### config.mk
export PLATFORM = sky130hd
export DESIGN_NAME = zero_run_length_decoder
export DESIGN_NICKNAME = d
export VERILOG_FILES = /design/src/hw/rtl/zrld_pkg.sv /design/src/hw/rtl/zero_run_length_decoder.sv /design/src/hw/rtl/zrld_front.sv /design/src/hw/rtl/zrld_queue.sv /design/src/hw/rtl/zrld_back.sv
export SDC_FILE = /design/constraint.sdc
export NUM_CORES = 1
export LEC_CHECK = 0
export BUFFER_PORTS_ARGS = -buffer_cell sky130_fd_sc_hd__buf_4
export CAP_MARGIN = 20
export CORE_MARGIN = 3
export CORE_UTILIZATION = 45
export CTS_BUF_LIST = sky130_fd_sc_hd__clkbuf_16
export CTS_CLUSTER_DIAMETER = 50
export CTS_CLUSTER_SIZE = 28
export DETAILED_ROUTE_END_ITERATION = 7
export GPL_TIMING_DRIVEN = 0
export PLACE_DENSITY_LB_ADDON = 0.2
export SYNTH_ARGS = -nofsm -noshare
export SYNTH_HDL_FRONTEND = slang
export SYNTH_SLANG_ARGS = --single-unit
### constraint.sdc
create_clock -name aclk -period 2.9 [get_ports aclk]
set_clock_uncertainty 0.2 [all_clocks]
set_input_delay 0.435 -clock aclk [delete_from_list [all_inputs] [get_ports aclk]]
set_output_delay 0.435 -clock aclk [all_outputs]
set_load 0.01 [all_outputs]
### src/hw/rtl/zrld_pkg.sv
// Package with the command type and control-byte constants of the zero-run decoder.
`timescale 1ns / 1ps
`default_nettype none
package zrld_pkg;

    localparam int BYTE_W  = 8;
    localparam int COUNT_W = 6;

    // Control byte fields.
    localparam int CTRL_BOTH_BIT  = 7;
    localparam int CTRL_ZEROS_BIT = 6;

    localparam logic [7:0] CTRL_BOTH      = 8'h80;
    localparam logic [7:0] CTRL_ZEROS     = 8'h40;
    localparam logic [2:0] BOTH_ZERO_MASK = 3'h7;
    localparam logic [3:0] BOTH_LIT_MASK  = 4'hf;
    localparam logic [5:0] COUNT_MASK     = 6'h3f;

    // One unit of work for the back end: a literal byte, or a run of zeros
    // whose length sits in the low bits of value.
    typedef struct packed {
        logic              is_zero_run;
        logic [BYTE_W-1:0] value;
    } cmd_t;

endpackage
`default_nettype wire

### src/hw/rtl/zero_run_length_decoder.sv
// A beat's command is registered in the command queue and its output bytes in the output register.
// Throughput: one literal byte per cycle while the output is not stalled; a zero run holds the back end
// until all its zeros are out, and the two-entry command queue stalls the input once it fills.
// Control bytes that emit no zeros produce no command and nothing at the output.
// Reset (synchronous, active low) clears the literal count, the queue and the
// pending zero run, and drops the output valid.
`timescale 1ns / 1ps
`default_nettype none
module zero_run_length_decoder (
    input  wire logic       aclk,
    input  wire logic       aresetn,
    input  wire logic       s_axis_tvalid,
    output logic            s_axis_tready,
    input  wire logic [7:0] s_axis_tdata,   // [7:0] in_byte
    output logic            m_axis_tvalid,
    input  wire logic       m_axis_tready,
    output logic [7:0]      m_axis_tdata    // [7:0] out_byte
);

    logic           in_beat;
    logic           cmd_valid;
    zrld_pkg::cmd_t cmd;
    logic           q_full;
    logic           q_pop;
    logic           head_valid;
    zrld_pkg::cmd_t head_cmd;

    assign s_axis_tready = !q_full;
    assign in_beat       = s_axis_tvalid && s_axis_tready;

    zrld_front u_front (
        .aclk      (aclk),
        .aresetn   (aresetn),
        .in_beat   (in_beat),
        .in_byte   (s_axis_tdata),
        .cmd_valid (cmd_valid),
        .cmd       (cmd)
    );

    zrld_queue u_queue (
        .aclk       (aclk),
        .aresetn    (aresetn),
        .push       (cmd_valid),
        .push_cmd   (cmd),
        .full       (q_full),
        .pop        (q_pop),
        .head_valid (head_valid),
        .head_cmd   (head_cmd)
    );

    zrld_back u_back (
        .aclk       (aclk),
        .aresetn    (aresetn),
        .head_valid (head_valid),
        .head_cmd   (head_cmd),
        .pop        (q_pop),
        .out_valid  (m_axis_tvalid),
        .out_byte   (m_axis_tdata),
        .out_ready  (m_axis_tready)
    );

endmodule
`default_nettype wire

### src/hw/rtl/zrld_front.sv
// Front end: tracks pending literals and turns each literal and each control byte that asks for zeros into a command.
`timescale 1ns / 1ps
`default_nettype none
module zrld_front (
    input  wire logic        aclk,
    input  wire logic        aresetn,
    input  wire logic        in_beat,
    input  wire logic [7:0]  in_byte,
    output logic             cmd_valid,
    output zrld_pkg::cmd_t   cmd
);

    logic [zrld_pkg::COUNT_W-1:0] literals_left_reg;
    logic [zrld_pkg::COUNT_W-1:0] literals_left_next;
    logic [zrld_pkg::COUNT_W-1:0] zeros;
    logic [zrld_pkg::COUNT_W-1:0] arm;
    logic                         in_literal;

    assign in_literal = (literals_left_reg != '0);

    always_comb begin
        zeros = '0;
        arm   = '0;
        if ((in_byte & zrld_pkg::CTRL_BOTH) != 8'h00) begin
            zeros = {3'b000, in_byte[6:4] & zrld_pkg::BOTH_ZERO_MASK};
            arm   = {2'b00, in_byte[3:0] & zrld_pkg::BOTH_LIT_MASK};
        end else if ((in_byte & zrld_pkg::CTRL_ZEROS) != 8'h00) begin
            zeros = in_byte[5:0] & zrld_pkg::COUNT_MASK;
        end else begin
            arm = in_byte[5:0] & zrld_pkg::COUNT_MASK;
        end
    end

    // A control byte that asks for no zeros only arms the literal count.
    always_comb begin
        literals_left_next = literals_left_reg;
        cmd_valid          = 1'b0;
        cmd.is_zero_run    = 1'b0;
        cmd.value          = in_byte;
        if (in_literal) begin
            cmd_valid = in_beat;
            if (in_beat) begin
                literals_left_next = literals_left_reg - 1'b1;
            end
        end else begin
            cmd_valid       = in_beat && (zeros != '0);
            cmd.is_zero_run = 1'b1;
            cmd.value       = {2'b00, zeros};
            if (in_beat) begin
                literals_left_next = arm;
            end
        end
    end

    always_ff @(posedge aclk) begin
        if (!aresetn) begin
            literals_left_reg <= '0;
        end else begin
            literals_left_reg <= literals_left_next;
        end
    end

endmodule
`default_nettype wire

### src/hw/rtl/zrld_queue.sv
// Two-entry command queue between the front and back ends.
`timescale 1ns / 1ps
`default_nettype none
module zrld_queue (
    input  wire logic           aclk,
    input  wire logic           aresetn,
    input  wire logic           push,
    input  zrld_pkg::cmd_t      push_cmd,
    output logic                full,
    input  wire logic           pop,
    output logic                head_valid,
    output zrld_pkg::cmd_t      head_cmd
);

    zrld_pkg::cmd_t entry_reg [2];
    logic           wr_ptr_reg;
    logic           wr_ptr_next;
    logic           rd_ptr_reg;
    logic           rd_ptr_next;
    logic [1:0]     count_reg;
    logic [1:0]     count_next;
    logic           do_push;
    logic           do_pop;

    assign full       = (count_reg == 2'd2);
    assign head_valid = (count_reg != 2'd0);
    assign head_cmd   = entry_reg[rd_ptr_reg];
    assign do_push    = push && !full;
    assign do_pop     = pop && head_valid;

    always_comb begin
        wr_ptr_next = do_push ? ~wr_ptr_reg : wr_ptr_reg;
        rd_ptr_next = do_pop ? ~rd_ptr_reg : rd_ptr_reg;
        count_next  = count_reg;
        if (do_push && !do_pop) begin
            count_next = count_reg + 2'd1;
        end else if (do_pop && !do_push) begin
            count_next = count_reg - 2'd1;
        end
    end

    always_ff @(posedge aclk) begin
        if (do_push) begin
            entry_reg[wr_ptr_reg] <= push_cmd;
        end
    end

    always_ff @(posedge aclk) begin
        if (!aresetn) begin
            wr_ptr_reg <= 1'b0;
            rd_ptr_reg <= 1'b0;
            count_reg  <= 2'd0;
        end else begin
            wr_ptr_reg <= wr_ptr_next;
            rd_ptr_reg <= rd_ptr_next;
            count_reg  <= count_next;
        end
    end

endmodule
`default_nettype wire

### src/hw/rtl/zrld_back.sv
// Back end: plays out literal and zero-run commands into the output register.
`timescale 1ns / 1ps
`default_nettype none
module zrld_back (
    input  wire logic        aclk,
    input  wire logic        aresetn,
    input  wire logic        head_valid,
    input  zrld_pkg::cmd_t   head_cmd,
    output logic             pop,
    output logic             out_valid,
    output logic [7:0]       out_byte,
    input  wire logic        out_ready
);

    logic [zrld_pkg::COUNT_W-1:0] zeros_left_reg;
    logic [zrld_pkg::COUNT_W-1:0] zeros_left_next;
    logic                         out_valid_reg;
    logic                         out_valid_next;
    logic [7:0]                   out_byte_reg;
    logic [7:0]                   out_byte_next;
    logic                         load;

    assign load      = !out_valid_reg || out_ready;
    assign out_valid = out_valid_reg;
    assign out_byte  = out_byte_reg;

    always_comb begin
        zeros_left_next = zeros_left_reg;
        out_valid_next  = out_valid_reg && !out_ready;
        out_byte_next   = out_byte_reg;
        pop             = 1'b0;
        if (load) begin
            if (zeros_left_reg != '0) begin
                out_valid_next  = 1'b1;
                out_byte_next   = 8'h00;
                zeros_left_next = zeros_left_reg - 1'b1;
            end else if (head_valid) begin
                pop            = 1'b1;
                out_valid_next = 1'b1;
                if (head_cmd.is_zero_run) begin
                    // Runs are never empty; the first zero goes out now.
                    out_byte_next   = 8'h00;
                    zeros_left_next = head_cmd.value[zrld_pkg::COUNT_W-1:0] - 1'b1;
                end else begin
                    out_byte_next = head_cmd.value;
                end
            end
        end
    end

    always_ff @(posedge aclk) begin
        out_byte_reg <= out_byte_next;
    end

    always_ff @(posedge aclk) begin
        if (!aresetn) begin
            zeros_left_reg <= '0;
            out_valid_reg  <= 1'b0;
        end else begin
            zeros_left_reg <= zeros_left_next;
            out_valid_reg  <= out_valid_next;
        end
    end

endmodule
`default_nettype wire

; Yosys cells after proc, flatten, opt, wreduce, memory -nomap -nowiden
; Memory sizes are Yosys's and may differ from the RTL's. A register that Yosys moved wholly into a read port is not among the register bits.
; Index checks and enable logic that the tools add are counted.
[word_totals]
reg_bits = 25
latch_bits = 0
ramBits = 18
romBits = 0
in_bits = 12
output_inout_bits = 10
elab_cells = 64
memories = 1
[mem_list]
columns = name, words, width, read_ports, rd_ports_with_merged_regs, wr, line
row1 = u_queue.entry_reg, 2, 9, 1, 1, 1, zrld_queue.sv:15  ; zrld_pkg::cmd_t entry_reg [2];
[classes]
add_sub_neg = 5
n_mul = 0
div = 0
order_cmp = 0
n_eq_ne = 1
shifts = 0
n_mux = 26
bitwise = 2
reduce_logical = 22
[ops]
columns = operator, count
row1 = 6-bit two-way mux, 10
row2 = 6-bit nonzero test, 3
row3 = 6-bit by 1-bit subtractor with 6-bit output (second input constant), 3
row4 = 8-bit two-way mux, 2
row5 = 1-bit two-way mux, 11
row6 = 9-bit two-way mux, 1
row7 = 2-bit nonzero test, 4
row8 = 1-bit logical AND, 7
row9 = 1-bit zero test, 5
row10 = 2-bit two-way mux, 2
row11 = 3-bit AND reduction, 1
row12 = 2-bit by 1-bit adder with 2-bit output (second input constant), 1
row13 = 2-bit == test (second input constant), 1
row14 = 1-bit inverter, 2
row15 = 2-bit AND reduction, 1
row16 = 2-bit by 1-bit subtractor with 2-bit output (second input constant), 1
row17 = 1-bit logical OR, 1

; Logic depth before layout (Yosys ltp)
[depth]
ltp_word = 10
ltp_mapped = 10
depth_no_buf = 9

; By module
; Synthesis repeated with hierarchy kept, for this count alone.
[unflattened]
cells_unflattened = 197
area_unflattened_um2 = 2172.1
[by_module_without_submodules]
columns = mod, n_inst, cells_each, area_each_um2, seq_area_each_um2
row1 = zrld_queue, 1, 54, 877.1, 640.6
row2 = zrld_back, 1, 72, 780.7, 380.4
row3 = zrld_front, 1, 69, 504.2, 120.1
row4 = zero_run_length_decoder, 1, 2, 10.0, 0.0

; Least setup slack after synthesis
; Ideal clock, no wire load.
[synth_timing]
path_kind = input port to flip-flop
startpoint = in s_axis_tdata[3]
endpoint = reg u_queue.count_reg[1]
setup_time_ns = 0.071
arrival_time_ns = 2.297
required_time_ns = 2.629
slack_ns = 0.332
path_stages = 7
n_path_buf = 0
cell_sequence = or4_1 o31a_1 o32ai_1 a21oi_1 ha_1 or3_1 a21oi_1
[synth_via]
elab_chain_len = 9
elab_cells_between_ends = 11
classes_between = mux (4) / reduce/logical (7)
[synth_rtl]
columns = item, line
row1 = start: declaration, zero_run_length_decoder.sv:14  ; input wire logic [7:0] s_axis_tdata,
row2 = 6-bit two-way mux *, zrld_front.sv:27  ; end else if ((in_byte & zrld_pkg::CTRL_ZEROS) != 8'h00) begin
row3 = 6-bit two-way mux *, zrld_front.sv:24  ; if ((in_byte & zrld_pkg::CTRL_BOTH) != 8'h00) begin
row4 = 6-bit nonzero test *, zrld_front.sv:46  ; cmd_valid = in_beat && (zeros != '0);
row5 = 1-bit logical AND *, zrld_front.sv:46
row6 = 1-bit two-way mux *, zrld_front.sv:40  ; if (in_literal) begin
row7 = 1-bit logical AND *, zrld_queue.sv:28  ; assign do_push = push && !full;
row8 = via u_queue.do_push, zrld_queue.sv:22  ; logic do_push;
row9 = 1-bit zero test, zrld_queue.sv:37  ; end else if (do_pop && !do_push) begin
row10 = 1-bit logical AND, zrld_queue.sv:37
row11 = 2-bit nonzero test (no line), -
row12 = end signal: assignment, zrld_queue.sv:56  ; count_reg <= count_next;
row13 = end: declaration, zrld_queue.sv:20  ; logic [1:0] count_reg;
; The timed path passes the listed nets; every way through them passes the cells marked *.
; A chain may end at the register's enable or synchronous reset.

; Worst setup path in the final report
[layout_timing]
startpoint = reg u_front.literals_left_reg[2] (netlist bit)
endpoint = reg u_queue.count_reg[1]
[layout_via]
elab_chain_len = 6
elab_cells_between_ends = 8
classes_between = mux (2) / reduce/logical (6)
[layout_rtl]
columns = item, line
row1 = start: declaration, zrld_front.sv:13  ; logic [zrld_pkg::COUNT_W-1:0] literals_left_reg;
row2 = start signal: assignment, zrld_front.sv:59  ; literals_left_reg <= literals_left_next;
row3 = 6-bit nonzero test *, zrld_front.sv:19  ; assign in_literal = (literals_left_reg != '0);
row4 = 1-bit two-way mux *, zrld_front.sv:40
row5 = 1-bit logical AND *, zrld_queue.sv:28
row6 = via u_queue.do_push, zrld_queue.sv:22
row7 = 1-bit zero test, zrld_queue.sv:37
row8 = 1-bit logical AND, zrld_queue.sv:37
row9 = 2-bit nonzero test (no line), -
; Marks and branches as above.

==> flow_summary.yaml <==
final_layout:
  final_cell_area_sq_um: 2450
  largest_reg_flops: 18
  diodes: 0
  area_delta_synth_final_pct: 16.9
  layout-drive-gt1-share: 0.173
  nNetsFinal: 235
die:
  die_w_um: 74.2
  chipHeight_um: 74.2
  io_pins: 22
  row_count: 24
  core-area_sq_um: 4410
  start_util: 0.474
  die-area_sq_um: 5510
synthesis:
  netlist_area_sq_um: 2090
  synth_nets: 208
  avgSynthCellArea_sq_um: 10.9
  ys_async_sr_fraction: 0
  synthCells: 192
  yosysUniqueCellTypes: 45
  yosysMostFrequentCell: "edfxtp_1"
  synth-main-ff-cell: "edfxtp_1"
  synth_top_area_share: 0.373
  ys_seq_area_frac: 0.545
  ys_ff_latch: 44
  synth_top_cells_by_count: "edfxtp_1, dfxtp_1, nor2_1"
  synth_top_cell_by_area: "edfxtp_1"
  synth_edf_count: 26
  synth-warning-count: 0
  synthTopCellsByArea: "edfxtp_1, dfxtp_1, mux2i_1, nor2_1, a21oi_1"
setup_path:
  crit_required_ns: 2.91
  path_max_fanout: 11
  crit_arrival_ns: 2.70
  cp-start-kind: "register"
  criticalPathCategory: "reg -> reg"
  end_kind: "register"
timing:
  slew_headroom: 0.505
  finalSetupTns_ns: 0
  period_share: 0.929
  worstMarginPinSlew_ns: 0.743
  timing.final.crit_period_ns: 2.69
  finalHoldViolations: 0
  setup_viol: 0
  maxSlewViolCount: 0
  rsz0062_at_grt: "false"
  clock.fmax_mhz: 371
clock_tree:
  clock-sinks: 44
  cts_buffer_depth: 2
  cts_resized: 0
  root_buffer: "clkbuf_16"
  cts_buffers: 5
  cts_max_level: 2
  worstSkewPairLatency_ns: 0.28
  ctsHoldBuffers: 0
  cts_tree: "yes"
  cts_setup_buffers: 0
  clk_pin_slew_ns: 0.06
global_routing:
  grt_pass1_vias: 1570
  grt_pass1_wl_um: 7120
  grt-ovfl-total: 0
  grt_start_max_net_pins: 14
  track_usage: 0.173
  grt_antenna_before_repair: 0
power_and_ir_drop:
  power_leakage_nw: 0.934
  vdd_ir_drop_max_mv: 0.491
  powerDensity_nw_per_um2: 1250
routing:
  vias: 1554
  dr.pass1.iters: 4
  wl_per_cell_um: 15.8
  drtAntennaViolNets: 0
  totalWireLength_um: 4300
  drcViolationCount: 0
  drtIter0Drc: 134
  viasPerCell: 5.71
outcome:
  status: "completed"
run:
  drv_cap: 0
placement:
  portBuffers: 20
  placement.cell_area_sq_um: 2310
  place_hpwl_um: 3310
  gp_congestion: 0.908
hold_path:
  worst_hold_path_type: "in -> reg"
-- report_power, final --
group / leakage [nW] / internal, mW / switching (mW) / total, mW
sequential: 0.403 / 0.993 / 0.123 / 1.12
clock: 0.0762 / 0.311 / 0.215 / 0.526
combinational: 0.454 / 0.595 / 0.818 / 1.41
-- routing by layer --
layer  vias to the layer above  track usage  wire (um)
met5                         -            0          0
met4                         0       0.0785         66
met3                         6       0.0459        193
met2                        35        0.305       2140
met1                       730        0.193       1910
li1                        783            -          -
-- worst paths after layout --
check                                       to  slack [ns]  depth (start not counted)                          from
setup reg to reg          u_queue.count_reg[1]        0.21                          7  u_front.literals_left_reg[2]
hold reg to reg                       register        0.30                          2            u_queue.rd_ptr_reg
hold / removal    u_front.literals_left_reg[5]        0.27                          3               s_axis_tdata[5]
setup / recovery          u_queue.count_reg[1]        0.21                          7  u_front.literals_left_reg[2]
-- critical path, cell delays in order (launching register included) --
cell and delay [ns]:
dfxtp_1 0.38, or3_1 0.49, nor2_2 0.27, buf_2 0.28, a21oi_1 0.13, ha_1 0.34
or3_1 0.38, a21oi_1 0.15
-- metrics by stage --
stage               setup WS, ns  power, mW  utilization  std cells  hold WS [ns]
floorplan                  0.332       2.15            -        192         0.249
global placement          0.0940       2.49        0.523        264         0.265
detailed placement        0.0532       2.54        0.523        264         0.288
CTS                        0.208       3.08        0.554        272         0.265
global route              0.0301       3.29        0.554        272         0.297
finish                     0.206       3.06        0.554        272         0.268
-- placed cells by master, fill, tap and decap left out, types with 4 or more instances in the layout --
master	n
a21oi_1	12
and2_1	7
buf_4	20
clkbuf_16	5
dfxtp_1	18
edfxtp_1	26
ha_1	4
inv_1	6
mux2i_1	9
nand2_1	12
nand2b_1	5
nor2_1	17
nor2b_1	4
nor3_1	5
o21a_1	4
o21ai_0	5
or3_1	4
-- cell type report --
cell class | instances | area [sq um]
sequential | 44 | 1140
fill | 391 | 1970
clock buffer | 5 | 125
clock inverter | 3 | 12.5
tap | 52 | 65.1
buffer | 6 | 26.3
timing repair buffer | 20 | 150
inverter | 4 | 15.0
multi-input combinational | 138 | 911
-- logic make-up (layout without fill, tap and decap cells) --
kind of cell | Yosys count | in the layout | share of synthesized area
simple gates | 73 | 73 | 0.189
flops | 44 | 44 | 0.545
compound gates | 46 | 46 | 0.150
mux | 12 | 12 | 0.0592
fa+ha+maj | 4 | 4 | 0.0239
buf+inv | 10 | 38 | 0.0197
xor+xnor | 3 | 3 | 0.0126
Power figures use the tool's default switching activity.
